`src/rtl/rmth_pkg.sv`:
```
// ---------------------------------------------------------------------------
// rmth_pkg
// Shared constants and types for the two-heap running median block.
// ---------------------------------------------------------------------------
package rmth_pkg;

    localparam int CAPACITY_DEF    = 1024;
    localparam int SAMPLE_BITS_DEF = 32;

    typedef enum logic [3:0] {
        S_IDLE,
        S_TOPS,
        S_DECIDE,
        S_POP_LAST,
        S_POP_RD,
        S_POP_CMP,
        S_PUSH_RD,
        S_PUSH_CMP,
        S_DONE
    } t_state;

endpackage

```
`src/rtl/rmth_ctrl.sv`:
```
// ---------------------------------------------------------------------------
// rmth_ctrl
// Sequencer: placement decision, pop sift-down and push sift-up over the
// two heap memories, one level per cycle.
// ---------------------------------------------------------------------------
module rmth_ctrl
    import rmth_pkg::*;
#(
    parameter int CAPACITY    = CAPACITY_DEF,
    parameter int SAMPLE_BITS = SAMPLE_BITS_DEF,
    parameter int DEPTH       = CAPACITY / 2 + 1,
    parameter int AW          = $clog2(DEPTH),
    parameter int CW          = $clog2(CAPACITY + 1)
) (
    input  logic                   i_clk,
    input  logic                   i_rst_n,
    input  logic                   i_valid,
    output logic                   o_ready,
    input  logic [SAMPLE_BITS-1:0] i_sample,
    output logic                   o_valid,
    input  logic                   i_ready,
    output logic [SAMPLE_BITS:0]   o_median_twice,
    output logic [CW-1:0]          o_stored_count,
    output logic                   o_dropped,
    // heap memory ports; index 0 is the lower heap, 1 the upper heap
    output logic [1:0]             o_we,
    output logic [AW-1:0]          o_waddr,
    output logic [SAMPLE_BITS-1:0] o_wdata,
    output logic [AW-1:0]          o_raddr_a,
    output logic [AW-1:0]          o_raddr_b,
    input  logic [SAMPLE_BITS-1:0] i_rdata_a [2],
    input  logic [SAMPLE_BITS-1:0] i_rdata_b [2]
);

    localparam logic [AW:0] ONE = {{AW{1'b0}}, 1'b1};

    t_state r_state, n_state;
    logic [AW:0]  r_size [2];
    logic [AW:0]  n_size [2];
    logic signed [SAMPLE_BITS-1:0] r_v, n_v;    // value being pushed
    logic signed [SAMPLE_BITS-1:0] r_t, n_t;    // popped top, pushed later
    logic signed [SAMPLE_BITS-1:0] r_mv, n_mv;  // value sifting in pop
    logic [AW:0]  r_i, n_i;
    logic         r_ph, n_ph;                   // heap being pushed/popped
    logic         r_second, n_second;           // a second push follows
    logic         r_drop, n_drop;
    logic         r_ov, n_ov;
    logic [SAMPLE_BITS:0] r_med, n_med;

    logic signed [SAMPLE_BITS-1:0] top_l, top_u, ra, rb;
    logic [AW:0] tot;
    logic [AW:0] lc, rc;
    logic signed [SAMPLE_BITS-1:0] best_v;
    logic [AW:0] best_i;

    assign top_l = i_rdata_a[0];
    assign top_u = i_rdata_a[1];
    assign ra    = i_rdata_a[r_ph];
    assign rb    = i_rdata_b[r_ph];

    function automatic logic above(input logic mx, input logic signed [SAMPLE_BITS-1:0] a,
                                   input logic signed [SAMPLE_BITS-1:0] b);
        above = mx ? (a > b) : (a < b);
    endfunction

    assign o_ready        = (r_state == S_IDLE) && !r_ov;
    assign o_valid        = r_ov;
    assign o_median_twice = r_med;
    assign o_dropped      = r_drop;
    assign o_stored_count = CW'({1'b0, r_size[0]} + {1'b0, r_size[1]});

    always_ff @(posedge i_clk) begin
        if (!i_rst_n) begin
            r_state   <= S_IDLE;
            r_size[0] <= '0;
            r_size[1] <= '0;
            r_ov      <= 1'b0;
        end else begin
            r_state   <= n_state;
            r_size[0] <= n_size[0];
            r_size[1] <= n_size[1];
            r_ov      <= n_ov;
        end
        r_v <= n_v; r_t <= n_t; r_mv <= n_mv; r_i <= n_i; r_ph <= n_ph;
        r_second <= n_second; r_drop <= n_drop; r_med <= n_med;
    end

    always_comb begin
        n_state = r_state; n_size = r_size; n_v = r_v; n_t = r_t; n_mv = r_mv;
        n_i = r_i; n_ph = r_ph; n_second = r_second; n_drop = r_drop;
        n_ov = r_ov; n_med = r_med;
        o_we = 2'b00; o_waddr = '0; o_wdata = r_v;
        o_raddr_a = '0; o_raddr_b = '0;
        tot = r_size[0] + r_size[1];
        lc = {r_i[AW-1:0], 1'b1};
        rc = lc + ONE;
        best_v = r_mv; best_i = r_i;
        if (o_valid && i_ready) n_ov = 1'b0;
        case (r_state)
            S_IDLE: begin
                if (i_valid && o_ready) begin
                    n_v = $signed(i_sample);
                    n_drop = ({1'b0, tot} >= (AW+2)'(CAPACITY));
                    n_state = n_drop ? S_DONE : S_TOPS;
                end
            end
            S_TOPS: n_state = S_DECIDE;   // tops read at address 0
            S_DECIDE: begin
                n_second = 1'b0;
                n_state  = S_PUSH_RD;
                if (r_size[0] == r_size[1]) begin
                    n_ph = !(r_size[0] == '0 || r_v < top_l);
                end else if (r_size[0] > r_size[1]) begin
                    if (r_v >= top_l) n_ph = 1'b1;
                    else begin
                        n_ph = 1'b0; n_t = top_l; n_second = 1'b1; n_state = S_POP_LAST;
                    end
                end else begin
                    if (r_v <= top_u) n_ph = 1'b0;
                    else begin
                        n_ph = 1'b1; n_t = top_u; n_second = 1'b1; n_state = S_POP_LAST;
                    end
                end
                if (n_state == S_PUSH_RD) begin
                    n_i = r_size[n_ph];
                    n_size[n_ph] = r_size[n_ph] + ONE;
                end
            end
            S_POP_LAST: begin
                // fetch the last entry; it becomes the sifting value
                o_raddr_a = AW'(r_size[r_ph] - ONE);
                n_size[r_ph] = r_size[r_ph] - ONE;
                n_i = '0;
                n_state = S_POP_RD;
            end
            S_POP_RD: begin
                n_state = S_POP_CMP;
                o_raddr_a = AW'(lc);
                o_raddr_b = AW'(rc);
                n_mv = ra;
            end
            S_POP_CMP: begin
                if (lc < r_size[r_ph] && above(r_ph == 1'b0, ra, best_v)) begin
                    best_v = ra; best_i = lc;
                end
                if (rc < r_size[r_ph] && above(r_ph == 1'b0, rb, best_v)) begin
                    best_v = rb; best_i = rc;
                end
                o_we[r_ph] = 1'b1;
                o_waddr = AW'(r_i);
                if (best_i == r_i) begin
                    o_wdata = r_mv;
                    n_i = r_size[r_ph];
                    n_size[r_ph] = r_size[r_ph] + ONE;
                    n_state = S_PUSH_RD;
                end else begin
                    o_wdata = best_v;
                    n_i = best_i;
                    o_raddr_a = AW'({best_i[AW-1:0], 1'b1});
                    o_raddr_b = AW'({best_i[AW-1:0], 1'b1} + ONE);
                    n_state = S_POP_CMP;
                end
            end
            S_PUSH_RD: begin
                o_raddr_a = AW'((r_i - ONE) >> 1);
                n_state = S_PUSH_CMP;
            end
            S_PUSH_CMP: begin
                o_we[r_ph] = 1'b1;
                o_waddr = AW'(r_i);
                if (r_i != '0 && above(r_ph == 1'b0, r_v, ra)) begin
                    o_wdata = ra;
                    n_i = (r_i - ONE) >> 1;
                    o_raddr_a = AW'((n_i - ONE) >> 1);
                    n_state = S_PUSH_CMP;
                end else begin
                    o_wdata = r_v;
                    if (r_second) begin
                        n_second = 1'b0;
                        n_v = r_t;
                        n_ph = !r_ph;
                        n_i = r_size[!r_ph];
                        n_size[!r_ph] = r_size[!r_ph] + ONE;
                        n_state = S_PUSH_RD;
                    end else begin
                        n_state = S_TOPS;
                        n_second = 1'b0;  // reread the tops after this write
                        n_drop = 1'b0;
                    end
                end
                if (n_state == S_TOPS) n_state = S_DONE;
            end
            S_DONE: begin
                if (!r_second || r_drop) begin
                    o_raddr_a = '0;
                    n_second = 1'b1;
                    n_drop = r_drop;
                end else begin
                    o_raddr_a = '0;
                    if (r_size[0] == '0 && r_size[1] == '0) n_med = '0;
                    else if (r_size[0] == r_size[1])
                        n_med = {top_l[SAMPLE_BITS-1], top_l} + {top_u[SAMPLE_BITS-1], top_u};
                    else if (r_size[0] > r_size[1]) n_med = {top_l, 1'b0};
                    else n_med = {top_u, 1'b0};
                    n_ov = 1'b1;
                    n_second = 1'b0;
                    n_state = S_IDLE;
                end
                if (r_drop && r_second) begin
                    if (r_size[0] == '0 && r_size[1] == '0) n_med = '0;
                    else if (r_size[0] == r_size[1])
                        n_med = {top_l[SAMPLE_BITS-1], top_l} + {top_u[SAMPLE_BITS-1], top_u};
                    else if (r_size[0] > r_size[1]) n_med = {top_l, 1'b0};
                    else n_med = {top_u, 1'b0};
                    n_ov = 1'b1;
                    n_second = 1'b0;
                    n_state = S_IDLE;
                end
            end
            default: n_state = S_IDLE;
        endcase
    end

endmodule

```
`config.mk`:
```
export PLATFORM = sky130hd
export DESIGN_NAME = rmth_ctrl
export DESIGN_NICKNAME = d
export VERILOG_FILES = /design/src/rtl/rmth_pkg.sv /design/src/rtl/rmth_ctrl.sv
export SDC_FILE = /design/constraint.sdc
export NUM_CORES = 1
export LEC_CHECK = 0
export BUFFER_PORTS_ARGS = -buffer_cell sky130_fd_sc_hd__buf_2
export CAP_MARGIN = 20
export CORE_AREA = 2 2 229 231
export DETAILED_ROUTE_END_ITERATION = 16
export DIE_AREA = 0 0 231 233
export PLACE_DENSITY_LB_ADDON = 0.12
export SLEW_MARGIN = 20
export SYNTH_ARGS = -nofsm -noshare
export SYNTH_HDL_FRONTEND = slang
export SYNTH_SLANG_ARGS = --single-unit
```
`constraint.sdc`:
```
create_clock -name i_clk -period 15.5 [get_ports i_clk]
set_input_delay 0.775 -clock i_clk [delete_from_list [all_inputs] [get_ports i_clk]]
set_output_delay 0.775 -clock i_clk [all_outputs]
set_load 0.01 [all_outputs]
```
==> results.md, run 1 <==
- Postcts setup bufs: 0
- Sink Count: 170
- Pwr dens: about 200 nW/um^2
- Clock Path Buffers: 2
- Routed wire length per instance: 23.70 um
- # resized after CTS: 0
- Nets@finish: 3176
- Net count after synthesis: 2982
- Setup TNS: 0 ns
- Total global routing overflow: 0
- Mapped Area: 19790 um^2
- Max-cap violation count: 0
- Max Clk Rate: 84.75 MHz
- Total GRT Usage: 30.10%
- DR DRC count: 0
- # rows: 83
- Leakage: 10.13 nW
- ANT cells: 0
- Via Count: 20510
- Fin. Hold Viols: 0
- Vias in the first global route: 19880
- Num CTS Buffers: 17
- Asr flop ratio synth: 0%
- Critical Path Max Stage Delay: 0.95 ns
- WP buf/inv: 6
- Hold Slack: 0.5117 ns
- #FFs+latches synth: 170
- Syn avg cell area: between 7 and 8 um^2
- Worst-Skew Late Latency: 0.50 ns
- Most frequent cells in the layout: nand2_1, buf_2, ha_1, o21ai_0, inv_1
- Full die area: 53820 um^2
- First-pass GRT wire length: 122.2 mm
- Hold crit path type: register to register
- Seq/Total Area, Yosys: 24.43%
- Synth-to-layout area growth: 13.68%
- Die Span X: 231 um
- WP data required: around 15 ns
- Worst slew pin tran: 1.140 ns
- Clock skew: 0.01395 ns
- Clk root buf: clkbuf_16
- CP most frequent cell: buf_4
- Count of hold buffers inserted by post-cts repair: 0
- Mapped Cells: ~2600
- RSZ-0062 raised after global routing: no
- # fillers: 5290
- Outcome: finished clean
- Drt first pass iters: 9
- Worst setup path startpoint: r_ph
- Number of flops mapped to enable cells by yosys: 143
- Vias/cell: a little under 6
- Core area: 51090 um^2
- Placed Cells incl. Taps: 3430
- Largest net degree at the start of global routing: 75
- Dpl hpwl: 63.16 mm
- Clock transition at path regs: 0.08 ns
- Crit start category: register
- Final period utilization: 76.13%
- Critical path depth: 31
- R2R Setup Slk: about 4.7 ns
- Reg2reg start: r_ph
- Io pins: 275
- Ys Warns: 0
- Top_reg_cell synth: edfxtp_1
- GPL Wtd Cong: 0.9480
- Starting density of the core: 38.73%
- Slew margin rel.: between 20% and 30%
- Setup-failing EPs final: 0
- Critical-path maximum fanout: 71
- Synth cell types: 86
- Slowest CP cell: or4_2
- Slew Viols, Final: 0
- Post-route ant nets: 0
- Critical path's top delay family: compound AO/OA/AOI/OAI gates
- Crit end category: output pin
- CP arrival: between 10 and 15 ns
- Initial antenna violation count: 0
- Post-Route WL: about 80 mm
- Worst r2r dst: r_i[9]
- Worst Reg-to-Reg Cells: 30
- Non-filler cells in the finished layout: ~3500
- H-tree depth: 4
- Initial DRC count: 1916
- Worst VDD drop: 0.1960 mV
- Crit Path Class: register to output pin
- Die height: 233 um
- CTS tree: built
- Fin crit period: about 12 ns
- Share of cells above drive strength 1: 15.28%
- Commonest non-fill, non-tap cell in the layout: nand2_1
- Critical Path End: o_wdata[14]
- Port bufs: around 270
- Final Power: 0.004505 W
-- metrics by stage --
| step | setup slack [ns] | area [um^2] | util, % |
|---|---|---|---|
| 4_1_cts | 3.853 | 22500 | 44.03 |
| 3_5_place_dp | 4.432 | 21840 | 42.75 |
| 6_report | 3.700 | 22500 | 44.03 |
| 2_1_floorplan | 5.296 | 19790 | - |
| 5_1_grt | 2.951 | 22500 | 44.03 |
| 3_3_place_gp | 4.503 | 21840 | 42.75 |
-- worst min path at each step --
| stage | startpoint | to | slack, ns | depth (start not counted) |
|---|---|---|---|---|
| floorplan | r_t[0] | r_v[0] | 0.48 | 2 |
| global placement | r_t[14] | r_v[14] | 0.49 | 2 |
| detailed placement | r_t[12] | r_v[12] | 0.49 | 2 |
| CTS | i_sample[3] | r_v[3] | 0.51 | 3 |
| global route | i_sample[3] | r_v[3] | 0.53 | 3 |
| finish | r_t[12] | r_v[12] | 0.51 | 2 |
-- power by group --
| group | total [W] | switching [W] | internal, W |
|---|---|---|---|
| sequential | 0.000813 | 0.000117 | 0.000696 |
| combinational | 0.00319 | 0.00218 | 0.00101 |
| clock | 0.000506 | 0.000241 | 0.000264 |
| total | 0.00450 | 0.00253 | 0.00197 |
-- cell type report --
cell class | count | area, um^2 | share of cell area [%]
well taps | 680 | 850.8 | 3.782
clock buffers | 17 | 425.4 | 1.891
flip-flops and latches | 170 | 4835 | 21.49
repair buffers | 324 | 1749 | 7.775
multi-input cells | 2062 | 13680 | 60.81
inverters | 194 | 728.2 | 3.237
clock inverters | 15 | 227.7 | 1.012
-- per-layer routing --
layer  up-vias  global-route usage (%)  share of wire, %  wire [um]
met2       800                   50.61                47      38930
li1       9778                       -                 -          -
met4         0                   11.11               3.1       2516
met5         -                       0                 0          0
met3       107                   4.081               6.2       5094
met1      9826                   39.24                43      35500
-- tightest hold or removal path: cells and delay by family, from the launching register on --
kind             cells  cell delay [ns]
and+or+nand+nor      2             0.08
DFF                  1             0.32
-- synthesized netlist by cell type (all sizes together) (13+ instances only) --
library cell  number  area share [%]
nor2b             13            0.41
o211ai            23            0.87
nand2            433             8.2
nor3              50             1.3
nand2b            19            0.60
xor2              24             1.1
and2              13            0.41
a31oi             18            0.57
a21o              57             2.2
clkbuf           120             2.3
buf               29            0.75
o21a              22            0.87
a21oi            155             3.9
a211oi            38             1.5
mux2i             42             2.1
mux2              41             2.3
inv              191             3.6
nand4             35             1.1
edfxtp           143              22
ha               241              15
and3              18            0.57
nand3             61             1.5
a21boi            31             1.2
nor2             170             3.3
or3               13            0.41
o21ai            247             6.2
o22ai             22            0.70
a222oi            30             1.5
dfxtp             27             2.7
o31ai             15            0.57
xnor2             61             2.7
nor4              20            0.63
o221ai            27             1.2
-- cell families after synthesis --
| group | Yosys count | synth area share, % |
|---|---|---|
| AND/OR/NAND/NOR | 877 | 19.87 |
| AO/OA/AOI/OAI | 773 | 25.31 |
| buffers and inverters | 343 | 6.708 |
| adder cells (fa/ha/maj) | 243 | 15.44 |
| flip-flops | 170 | 24.43 |
| XOR/XNOR | 85 | 3.762 |
| multiplexers | 83 | 4.457 |
| other | 1 | 0.01895 |
(Power assumes the default switching activity.)
==> run 2: changes to the inputs <==
==> constraint.sdc (replaced) <==
create_clock -name i_clk -period 12.1 [get_ports i_clk]
set_input_delay 0.605 -clock i_clk [delete_from_list [all_inputs] [get_ports i_clk]]
set_output_delay 0.605 -clock i_clk [all_outputs]
set_load 0.01 [all_outputs]
==> results.md, run 2 (synthesis gave the netlist of run 1 again) <==
- Outcome: finished clean
- # fillers: 5275
- Commonest non-fill, non-tap cell in the layout: nand2_1
- Share of cells above drive strength 1: 15.60%
- Post-route ant nets: 0
- WP buf/inv: 5
- Slowest CP cell: or4_2
- Die Span X: 231 um
- Area of the multi-input gates: between 10000 and 15000 um^2
- DR DRC count: 0
- Leakage: 10.12 nW
- Postcts setup bufs: 0
- Crit end category: output pin
- Sequential power share: 18.2%
- Sink Count: 170
- Io pins: 275
- Final Power: 0.005719 W
- Worst VDD drop: between 0.2 and 0.25 mV
- Total global routing overflow: 0
- Slew margin rel.: 27.84%
- WP data required: between 10 and 15 ns
- Clk root buf: clkbuf_16
- Synth-to-layout area growth: 13.72%
- Initial antenna violation count: 1
- Logic pwr share: between 70% and 80%
- Largest net degree at the start of global routing: 150
- Nets@finish: 3184
- Crit Path Class: register to output pin
- Worst-Skew Late Latency: between 0.5 and 0.6 ns
- Via Count: approximately 21000
- Routed wire length per instance: 23.61 um
- Critical Path Max Stage Delay: 1.00 ns
- Initial DRC count: 1994
- Dpl hpwl: 63.15 mm
- Die height: 233 um
- Hold crit path type: input port to register
- GPL Wtd Cong: 0.9288
- Slew Viols, Final: 0
- Drt first pass iters: 6
- Total GRT Usage: 30.15%
- Clock Path Buffers: 2
- RSZ-0062 raised after global routing: no
- H-tree depth: 4
- Fin crit period: 11.31 ns
- Setup TNS: 0 ns
- Core area: 51090 um^2
- Num CTS Buffers: 17
- Vias in the first global route: 20140
- Full die area: 53820 um^2
- Max Clk Rate: 88.41 MHz
- Starting density of the core: 38.73%
- CTS tree: built
- CP most frequent cell: o21ai_0
- Sw frac: 56.52%
- Clock power share: 10.0%
- Fin. Hold Viols: 0
- Clock transition at path regs: 0.07 ns
- Internal Pwr Total: 0.002487 W
- Sequential cell area: 4835 um^2
- ANT cells: 0
- Max-cap violation count: 0
- Crit start category: register
- Setup-failing EPs final: 0
- Most frequent cells in the layout: nand2_1, buf_2, ha_1, o21ai_0, inv_1
- Post-Route WL: 81.90 mm
- Clock skew: 0.01394 ns
- CP arrival: 10.71 ns
- Final period utilization: 93.48%
- Vias/cell: 5.918
- Sw power: 0.003233 W
- Count of hold buffers inserted by post-cts repair: 0
- Port bufs: ~270
- # rows: 83
- Worst slew pin tran: 1.052 ns
- Critical-path maximum fanout: 42
- Critical path's top delay family: compound AO/OA/AOI/OAI gates
- First-pass GRT wire length: 123.2 mm
- Pwr dens: approximately 250 nW/um^2
[run 2: changes by cell type in the layout (fill, tap and decap cells not counted), moves of 2 or more]
cell / before / now
buf_4: 51 / 58
clkinv_4: 0 / 4
inv_8: 6 / 2
clkinv_8: 3 / 0
bufinv_16: 3 / 1
inv_6: 2 / 4
mux2i_1: 42 / 40
mux2i_2: 0 / 2
o21ai_0: 210 / 208
o21ai_1: 37 / 39
[run 2: path summary, 6_finish.rpt]
kind | start | to | slack, ns | cells past startpoint
setup / recovery | r_ph | o_wdata[16] | 0.79 | 30
hold / removal | i_sample[5] | r_v[5] | 0.37 | 3
setup reg to reg | r_ph | r_i[9] | 1.63 | 30
hold reg to reg | r_t[0] | r_v[0] | 0.51 | 2
[run 2: worst register-to-register path, delay by kind of cell (launching register included)]
| kind | cells | cell delay (ns) |
|---|---|---|
| mux | 1 | 0.60 |
| buf+inv | 5 | 1.45 |
| compound gates | 14 | 4.28 |
| fa+ha+maj | 2 | 0.73 |
| flops | 1 | 0.40 |
| simple gates | 8 | 2.90 |
[run 2: cell type report]
| class | instances | share of cell area [%] |
|---|---|---|
| multi-input cells | 2062 | 60.90 |
| flip-flops and latches | 170 | 21.48 |
| repair buffers | 332 | 8.095 |
| well taps | 680 | 3.781 |
| inverters | 194 | 3.236 |
| clock buffers | 18 | 1.907 |
| clock inverters | 13 | 0.6005 |
[run 2: routing by layer]
layer | up-vias | global-route usage, % | part of all wire, %
met3 | 135 | 3.603 | 5.0
li1 | 9791 | - | -
met2 | 767 | 50.89 | 47
met4 | 0 | 12.34 | 3.7
met5 | - | 0 | 0
met1 | 9837 | 38.98 | 44
[run 2: power groups by stage]
stage / combinational (W) / clock [W] / sequential, W
finish: 0.00411 / 0.000571 / 0.00104
global route: 0.00451 / 0.000601 / 0.00105
CTS: 0.00406 / 0.000589 / 0.00103
detailed placement: 0.00403 / 0 / 0.00105
global placement: 0.00402 / 0 / 0.00105
floorplan: 0.00277 / 0 / 0.000960
[run 2: what timing repair did]
item | 4_1_cts | 5_1_grt
setup endpoints to repair | 1 | 47
cloned | 0 | 0
gates resized for setup | 1 | 6
[run 2: through the flow]
step	instances	utilization (%)	instance area, um^2	setup WS (ns)	hold WS (ns)
floorplan	2575	-	19790	2.066	0.4836
global placement	3438	42.89	21920	0.9149	0.4892
detailed placement	3438	42.89	21920	0.5583	0.4929
CTS	3469	44.00	22480	0.1736	0.3355
global route	3469	44.04	22500	0.02280	0.3689
finish	3469	44.04	22500	0.7893	0.3700
